File: config.mk
export PLATFORM = sky130hd
export DESIGN_NAME = timer_task_scheduler
export DESIGN_NICKNAME = d
export VERILOG_FILES = /design/src/rtl/core/tts_pkg.sv /design/src/rtl/core/tts_ram.sv /design/src/rtl/core/timer_task_scheduler.sv
export VERILOG_INCLUDE_DIRS = /design/src /design/src/rtl/core
export SDC_FILE = /design/constraint.sdc
export NUM_CORES = 2
export LEC_CHECK = 0
export ABC_AREA = 1
export BUFFER_PORTS_ARGS = -buffer_cell sky130_fd_sc_hd__buf_2
export CORE_UTILIZATION = 50
export CTS_BUF_LIST = sky130_fd_sc_hd__clkbuf_16
export CTS_CLUSTER_SIZE = 12
export DETAILED_ROUTE_END_ITERATION = 10
export MAX_ROUTING_LAYER = met4
export PLACE_DENSITY = 0.74
export SLEW_MARGIN = 20
export SYNTH_ARGS = -nofsm -noshare
export SYNTH_HDL_FRONTEND = slang
export SYNTH_SLANG_ARGS = --single-unit
File: constraint.sdc
create_clock -name clk -period 19.2 [get_ports clk]
set_input_delay 3.84 -clock clk [delete_from_list [all_inputs] [get_ports clk]]
set_output_delay 3.84 -clock clk [all_outputs]
set_load 0.005 [all_outputs]
File: src/rtl/core/timer_task_scheduler_defines.svh
// assertion macros for the timer task scheduler
// used by rtl/core modules that check their own logic
`ifndef TIMER_TASK_SCHEDULER_DEFINES_SVH
`define TIMER_TASK_SCHEDULER_DEFINES_SVH
`ifndef SYNTH
`define TTS_ASSERT_IMP(lbl, clk, rst, a, c) \
  lbl: assert property (@(posedge clk) disable iff (rst) (a) |-> (c)) else $error("lbl");
`define TTS_ASSERT_NEXT(lbl, clk, rst, a, c) \
  lbl: assert property (@(posedge clk) disable iff (rst) (a) |=> (c)) else $error("lbl");
`else
`define TTS_ASSERT_IMP(lbl, clk, rst, a, c)
`define TTS_ASSERT_NEXT(lbl, clk, rst, a, c)
`endif
`endif

File: src/rtl/core/tts_pkg.sv
// shared types and constants of the timer task scheduler
// no dependencies
`timescale 1ns / 1ps
package tts_pkg;
  localparam int NumSlots = 16;
  localparam int SlotBits = 4;
  localparam int TimeBits = 48;
  localparam int IvBits = 32;
  localparam int StampBits = 32;
  localparam logic [TimeBits-1:0] TMax = {TimeBits{1'b1}};

  localparam logic [2:0] OP_TICK = 3'd0;
  localparam logic [2:0] OP_SINGLE = 3'd1;
  localparam logic [2:0] OP_PERIODIC = 3'd2;
  localparam logic [2:0] OP_WATCHDOG = 3'd3;
  localparam logic [2:0] OP_KICK = 3'd4;
  localparam logic [2:0] OP_REMOVE = 3'd5;

  localparam logic [1:0] K_SINGLE = 2'd0;
  localparam logic [1:0] K_PERIODIC = 2'd1;
  localparam logic [1:0] K_WATCHDOG = 2'd2;
  localparam logic [1:0] K_FINISHED = 2'd3;

  localparam logic [1:0] R_ACK = 2'd0;
  localparam logic [1:0] R_FIRED = 2'd1;
  localparam logic [1:0] R_IDLE = 2'd2;

  localparam int EntryBits = TimeBits + IvBits + StampBits;

  typedef struct packed {
    logic [TimeBits-1:0] expiry;
    logic [IvBits-1:0] interval;
    logic [StampBits-1:0] stamp;
  } entry_t;

  function automatic logic [TimeBits-1:0] sat_add(input logic [TimeBits-1:0] a,
                                                  input logic [TimeBits-1:0] b);
    logic [TimeBits:0] s;
    s = {1'b0, a} + {1'b0, b};
    sat_add = s[TimeBits] ? TMax : s[TimeBits-1:0];
  endfunction
endpackage

File: src/rtl/core/tts_ram.sv
// generic single-port-write, one-read ram with registered read
// no dependencies
`timescale 1ns / 1ps
module tts_ram #(
  parameter int Width = 8,
  parameter int Depth = 16
) (
  input  logic                     clk,
  input  logic                     we,
  input  logic [$clog2(Depth)-1:0] waddr,
  input  logic [Width-1:0]         wdata,
  input  logic [$clog2(Depth)-1:0] raddr,
  output logic [Width-1:0]         rdata
);
  logic [Width-1:0] mem [Depth];
  always_ff @(posedge clk) begin
    if (we) mem[waddr] <= wdata;
    rdata <= mem[raddr];
  end
endmodule

File: src/rtl/core/timer_task_scheduler.sv
// timer task scheduler top level: slot table in ram, tick scan and fire
// depends on tts_pkg, tts_ram, timer_task_scheduler_defines.svh
//
// channel | direction | handshake      | words
// command | in        | start / busy   | opcode task_id start_time interval
// result  | out       | strobe         | kind slot_out status is_active now_ms last
//
// a command reads the ram at accept, then writes back and answers in S_CMD
// a tick rescans the slot ram for each fired slot and once more to finish: each scan
// reads the slot ram at one entry per cycle, then S_FIRE picks and S_FWR writes back
// rst is synchronous; kind and active flags reset, ram contents stay undefined
// results cannot be stalled; busy stays high until the last word goes out
`timescale 1ns / 1ps
`include "timer_task_scheduler_defines.svh"
module timer_task_scheduler (
  input  logic        clk,
  input  logic        rst,
  input  logic        start,
  output logic        busy,
  input  logic [2:0]  opcode,
  input  logic [3:0]  task_id,
  input  logic [47:0] start_time,
  input  logic [31:0] interval,
  output logic        strobe,
  output logic [1:0]  kind,
  output logic [3:0]  slot_out,
  output logic        status,
  output logic        is_active,
  output logic [47:0] now_ms,
  output logic        last
);
  localparam logic [2:0] S_IDLE = 3'd0;
  localparam logic [2:0] S_CMD = 3'd1;
  localparam logic [2:0] S_SCAN = 3'd2;
  localparam logic [2:0] S_FIRE = 3'd3;
  localparam logic [2:0] S_FWR = 3'd4;

  logic [2:0] state;
  logic [2:0] op;
  logic [tts_pkg::SlotBits-1:0] id;
  logic [tts_pkg::TimeBits-1:0] st;
  logic [tts_pkg::IvBits-1:0] iv;
  logic [tts_pkg::TimeBits-1:0] now_count;
  logic [tts_pkg::StampBits-1:0] stamp_counter;
  logic [1:0] slot_kind [tts_pkg::NumSlots];
  logic [tts_pkg::NumSlots-1:0] slot_active;
  logic [tts_pkg::NumSlots-1:0] fired;
  logic [tts_pkg::SlotBits:0] scan_cnt;
  logic [tts_pkg::SlotBits:0] due_cnt;
  logic rd_valid;
  logic [tts_pkg::SlotBits-1:0] rd_idx;
  logic have_best;
  logic [tts_pkg::SlotBits-1:0] best;
  tts_pkg::entry_t best_e;
  logic any_fired;

  logic we;
  logic [tts_pkg::SlotBits-1:0] waddr, raddr;
  tts_pkg::entry_t wdata, rdata;

  tts_ram #(.Width(tts_pkg::EntryBits), .Depth(tts_pkg::NumSlots)) u_ram (
    .clk(clk), .we(we), .waddr(waddr), .wdata(wdata), .raddr(raddr), .rdata(rdata)
  );

  assign busy = (state != S_IDLE);

  logic cand;
  logic better;
  assign cand = rd_valid && slot_active[rd_idx] && !fired[rd_idx]
                && (rdata.expiry <= now_count);
  assign better = !have_best || (rdata.expiry < best_e.expiry) ||
                  ((rdata.expiry == best_e.expiry) && (rdata.stamp < best_e.stamp));

  logic [tts_pkg::IvBits-1:0] iv1;
  assign iv1 = (interval == '0) ? tts_pkg::IvBits'(1) : interval;

  always_comb begin
    raddr = (state == S_IDLE) ? task_id : scan_cnt[tts_pkg::SlotBits-1:0];
    we = 1'b0;
    waddr = id;
    wdata = rdata;
    if (state == S_CMD) begin
      waddr = id;
      wdata.stamp = stamp_counter;
      case (op)
        tts_pkg::OP_SINGLE: begin
          we = 1'b1;
          wdata.expiry = st;
          wdata.interval = '0;
        end
        tts_pkg::OP_PERIODIC: begin
          we = 1'b1;
          wdata.expiry = st;
          wdata.interval = iv;
        end
        tts_pkg::OP_WATCHDOG: begin
          we = 1'b1;
          wdata.interval = iv;
          wdata.expiry = tts_pkg::sat_add(now_count, {16'd0, iv});
        end
        tts_pkg::OP_KICK: begin
          we = slot_active[id];
          wdata.expiry = tts_pkg::sat_add(now_count, {16'd0, rdata.interval});
        end
        default: we = 1'b0;
      endcase
    end else if (state == S_FWR) begin
      waddr = best;
      wdata.expiry = tts_pkg::sat_add(best_e.expiry, {16'd0, best_e.interval});
      wdata.interval = best_e.interval;
      wdata.stamp = stamp_counter;
      we = (slot_kind[best] == tts_pkg::K_PERIODIC);
    end
  end

  always_ff @(posedge clk) begin
    strobe <= 1'b0;
    if (rst) begin
      state <= S_IDLE;
      now_count <= '0;
      stamp_counter <= '0;
      slot_active <= '0;
      for (int i = 0; i < tts_pkg::NumSlots; i++) slot_kind[i] <= tts_pkg::K_FINISHED;
      rd_valid <= 1'b0;
      have_best <= 1'b0;
      fired <= '0;
      scan_cnt <= '0;
      due_cnt <= '0;
    end else begin
      case (state)
        S_IDLE: begin
          if (start) begin
            op <= opcode;
            id <= task_id;
            st <= start_time;
            iv <= iv1;
            if (opcode == tts_pkg::OP_TICK) begin
              now_count <= tts_pkg::sat_add(now_count, tts_pkg::TimeBits'(1));
              fired <= '0;
              any_fired <= 1'b0;
              scan_cnt <= '0;
              due_cnt <= '0;
              rd_valid <= 1'b0;
              have_best <= 1'b0;
              state <= S_SCAN;
            end else begin
              state <= S_CMD;
            end
          end
        end
        S_CMD: begin
          strobe <= 1'b1;
          kind <= tts_pkg::R_ACK;
          slot_out <= id;
          last <= 1'b1;
          now_ms <= now_count;
          status <= 1'b0;
          is_active <= slot_active[id];
          case (op)
            tts_pkg::OP_SINGLE, tts_pkg::OP_PERIODIC, tts_pkg::OP_WATCHDOG: begin
              slot_kind[id] <= (op == tts_pkg::OP_SINGLE) ? tts_pkg::K_SINGLE :
                               (op == tts_pkg::OP_PERIODIC) ? tts_pkg::K_PERIODIC :
                               tts_pkg::K_WATCHDOG;
              slot_active[id] <= 1'b1;
              stamp_counter <= stamp_counter + 1'b1;
              is_active <= 1'b1;
            end
            tts_pkg::OP_KICK: begin
              if (!slot_active[id]) status <= 1'b1;
              else begin
                if (slot_kind[id] == tts_pkg::K_PERIODIC) slot_kind[id] <= tts_pkg::K_SINGLE;
                stamp_counter <= stamp_counter + 1'b1;
              end
            end
            tts_pkg::OP_REMOVE: begin
              if (!slot_active[id]) status <= 1'b1;
              else begin
                slot_active[id] <= 1'b0;
                slot_kind[id] <= tts_pkg::K_FINISHED;
                is_active <= 1'b0;
              end
            end
            default: ;
          endcase
          state <= S_IDLE;
        end
        S_SCAN: begin
          rd_valid <= !scan_cnt[tts_pkg::SlotBits];
          rd_idx <= scan_cnt[tts_pkg::SlotBits-1:0];
          if (!scan_cnt[tts_pkg::SlotBits]) scan_cnt <= scan_cnt + 1'b1;
          if (cand) due_cnt <= due_cnt + 1'b1;
          if (cand && better) begin
            have_best <= 1'b1;
            best <= rd_idx;
            best_e <= rdata;
          end
          if (scan_cnt[tts_pkg::SlotBits] && !rd_valid) state <= S_FIRE;
        end
        S_FIRE: begin
          if (!have_best) begin
            if (!any_fired) begin
              strobe <= 1'b1;
              kind <= tts_pkg::R_IDLE;
              slot_out <= '0;
              status <= 1'b0;
              is_active <= 1'b0;
              now_ms <= now_count;
              last <= 1'b1;
            end
            state <= S_IDLE;
          end else begin
            state <= S_FWR;
          end
        end
        default: begin
          fired[best] <= 1'b1;
          any_fired <= 1'b1;
          if (slot_kind[best] == tts_pkg::K_PERIODIC) begin
            stamp_counter <= stamp_counter + 1'b1;
          end else begin
            slot_active[best] <= 1'b0;
            slot_kind[best] <= tts_pkg::K_FINISHED;
          end
          strobe <= 1'b1;
          kind <= tts_pkg::R_FIRED;
          slot_out <= best;
          status <= 1'b0;
          is_active <= (slot_kind[best] == tts_pkg::K_PERIODIC);
          now_ms <= now_count;
          // last when this slot was the only due one left in the scan
          last <= (due_cnt == (tts_pkg::SlotBits+1)'(1));
          have_best <= 1'b0;
          scan_cnt <= '0;
          due_cnt <= '0;
          rd_valid <= 1'b0;
          state <= S_SCAN;
        end
      endcase
    end
  end

  `TTS_ASSERT_IMP(a_strobe_busy, clk, rst, strobe && !last, busy)
  `TTS_ASSERT_NEXT(a_cmd_one, clk, rst, state == S_CMD, strobe && last && state == S_IDLE)
  `TTS_ASSERT_IMP(a_fire_valid, clk, rst, state == S_FWR, have_best)
endmodule
==> impl_metrics.json <==
{
  "status": "complete, no violations",
  "first_pass_iters": 6,
  "dr.first_iter.drc_count": 10824,
  "cts-root-buf": "clkbuf_16",
  "crit_family": "buffers and inverters",
  "total_power_w": 0.0128,
  "async_reset_ff_share_pct": 0,
  "ys_ff_latch": 2337,
  "use_met1_pct": 44.3,
  "cp-end-kind": "register",
  "ios": 149,
  "cts_buffer_depth": 3,
  "min_path_type": "reg -> reg",
  "cts_sinks": 2337,
  "relSlewSlack_pct": 14.9,
  "ff2ff_path_depth": 9,
  "timing.rr.end": "u_ram.mem[12][52]",
  "synth_top_area_cell": "edfxtp_1",
  "postLayoutCoreUtil_pct": 55.6,
  "setup_violations": 0,
  "grt_start_max_net_pins": 233,
  "synth_flop_cell": "edfxtp_1",
  "hold_violations": 0,
  "crit_type": "in -> reg",
  "die-area_um2": 212000,
  "critical-path-slowest-cell": "buf_4",
  "synth_edf_count": 2089,
  "insertion_delay_ns": 0.93,
  "grt_pass1_vias": 75469,
  "crit_start": "task_id[0]",
  "initial_utilization_pct": 50.5,
  "cts_resized": 0,
  "worst_ep_required_time_ns": 20.04,
  "final.min_clock_period_ns": 7.79,
  "whs_ns": 0.447,
  "ir_drop_mv": 0.0984,
  "hpwl_um": 212000,
  "yosys_warnings": 0,
  "die_h_um": 460,
  "track_usage_pct": 32.6,
  "layout_commonest_cell": "edfxtp_1",
  "worstMarginPinSlew_ns": 1.26,
  "final_cell_mix": "2,089 x edfxtp_1, 1,592 x nand2_1, 1,351 x nor2_1",
  "max_freq_mhz": 128,
  "fin_crit_sh_pct": 40.6,
  "netlist_area_um2": 105000,
  "whs_path_depth": 2,
  "power_density_nw_per_um2": 111,
  "worstPathArrival_ns": 8.62,
  "routed_wl_um": 341000,
  "cp_max_fo": 197,
  "portBuffers": 148,
  "grt-ovfl-total": 0,
  "setup_tns_ns": 0,
  "synth_top_area_share_pct": 59.8,
  "syn_area_per_cell_um2": 10.7,
  "antenna_found_initial": 14,
  "hold_start": "fired[4]",
  "slowest_delay_ns": 0.85,
  "synthToLayoutAreaGrowth_pct": 10.2,
  "met2_usage_pct": 49.3,
  "cts_tree": "done",
  "postRouteAntennaNets": 0,
  "cp-start-kind": "input port",
  "place_inst": 12360,
  "hold_end": "fired[4]",
  "row_count": 167,
  "via_per_inst": 6.16,
  "slew_viol_final": 0,
  "cts_setup_buffers": 0,
  "ctsHtreeMaxLevel": 4,
  "drc": 0,
  "worstReg2RegStart": "state[2]",
  "fin_nets": 10143,
  "rrSetupSlack_ns": 12.03,
  "place_congestion": 1.03,
  "fin_cells": 12815,
  "syn_inst": 9808,
  "clk_pin_slew_ns": 0.06,
  "synthesis.nets": 10129,
  "path_buf_inv": 6,
  "cts_buffers": 234,
  "cap_violations": 0,
  "path_cells": "buf_2 > nand2_1 > o21ai_4 > buf_4 > buf_12 > buf_4 > buf_4 > buf_4 > o21ai_0 > o221ai_1 > nand3_1 > nand2_1",
  "gr-usage-met3_pct": 5.85,
  "grt-busiest-layer": "met2",
  "core_area_um2": 208000,
  "crit_path_frequent_cell": "buf_4",
  "vias": 78911,
  "synth_cell_types": 60,
  "rsz0062_at_grt": "false",
  "grt_pass1_wl_um": 494000,
  "cellLeakagePower_nw": 41.5,
  "die_w_um": 460,
  "synth_area_leaders": "edfxtp_1 60%, nand2_1 5.7%, o21ai_0 5.1%",
  "drive_gt1_share_pct": 6.93,
  "wl_per_cell_um": 26.6,
  "final.setup_skew_ns": 0.101,
  "cts_hold_buf": 0,
  "synth_seq_area_share_pct": 64.5
}
[per-stage QoR]
step | worst slack, ns | instance area, um2
2_1_floorplan | 10.78 | 105000
3_3_place_gp | 10.77 | 108000
3_5_place_dp | 10.59 | 108000
4_1_cts | 11.52 | 116000
5_1_grt | 11.14 | 116000
6_report | 11.41 | 116000
[cell usage after synthesis (all sizes together) (15+ instances only)]
cell type / instances
dfxtp: 248
xor2: 125
nor3: 73
nand3: 449
nand4: 153
o22ai: 137
ha: 228
o211ai: 167
a21oi: 296
o221ai: 330
o21ai: 1140
nand2: 1603
nor4: 26
xnor2: 15
o21bai: 20
a31oi: 16
edfxtp: 2089
clkbuf: 364
buf: 161
inv: 683
o32ai: 16
nor2: 1389
[registers in the layout, summed over array words and instances (netlist names), 2 cells and up, named ones only]
register and count:
scan_cnt 5, st 48, slot_kind 32, state 3, rd_idx 4, u_ram.mem 1792, now_ms 48, kind 2
op 3, u_ram.rdata 112, best 4, slot_out 4, id 4, iv 32, best_e 112, stamp_counter 32
now_count 48, due_cnt 5, fired 16
[routing by layer]
layer | vias to the layer above | share of wire, %
li1 | 35087 | -
met1 | 38585 | 40
met2 | 4585 | 46
met3 | 654 | 11
met4 | 0 | 3.5
met5 | - | 0
[worst max path at each step]
stage | depth (start not counted) | end
after CTS | 12 | u_ram.rdata[57]
after global placement | 12 | u_ram.rdata[33]
final | 12 | u_ram.rdata[39]
after floorplan | 2 | id[0]
after detailed placement | 12 | u_ram.rdata[52]
after global routing | 12 | u_ram.rdata[61]
[final cells by class]
cell class	count	area, um2
Clock inverter	199	1260
Sequential cell	2337	67700
Multi-Input combinational cell	6261	32700
Antenna cell	8	20.0
Fill cell	17369	92200
Clock buffer	234	5860
Timing Repair Buffer	303	2050
Tap cell	2788	3490
Inverter	685	2600
[report_power, final]
part           total [W]  switching (W)  internal [W]
logic            0.00216        0.00160      0.000560
registers        0.00639       0.000264       0.00613
clock network    0.00424        0.00196       0.00228
[cell families (layout without fill, tap and decap cells)]
group,count (synthesis),count (layout),share of synthesized area (%)
and+or+nand+nor,3730,3730,14.7
buffers and inverters,1210,1421,4.57
AOI/OAI and AO/OA,2160,2160,12.3
DFF,2337,2337,64.5
xor gates and xnor gates,140,140,1.17
adders and majority gates,231,231,2.77
other,0,8,0
[worst min-delay path: cells and delay by family (launching register included)]
family | cells | cell delay, ns
compound gates | 1 | 0.05
flops | 1 | 0.30
buf+inv | 1 | 0.04
No activity file was read; power rests on OpenSTA's default activity.
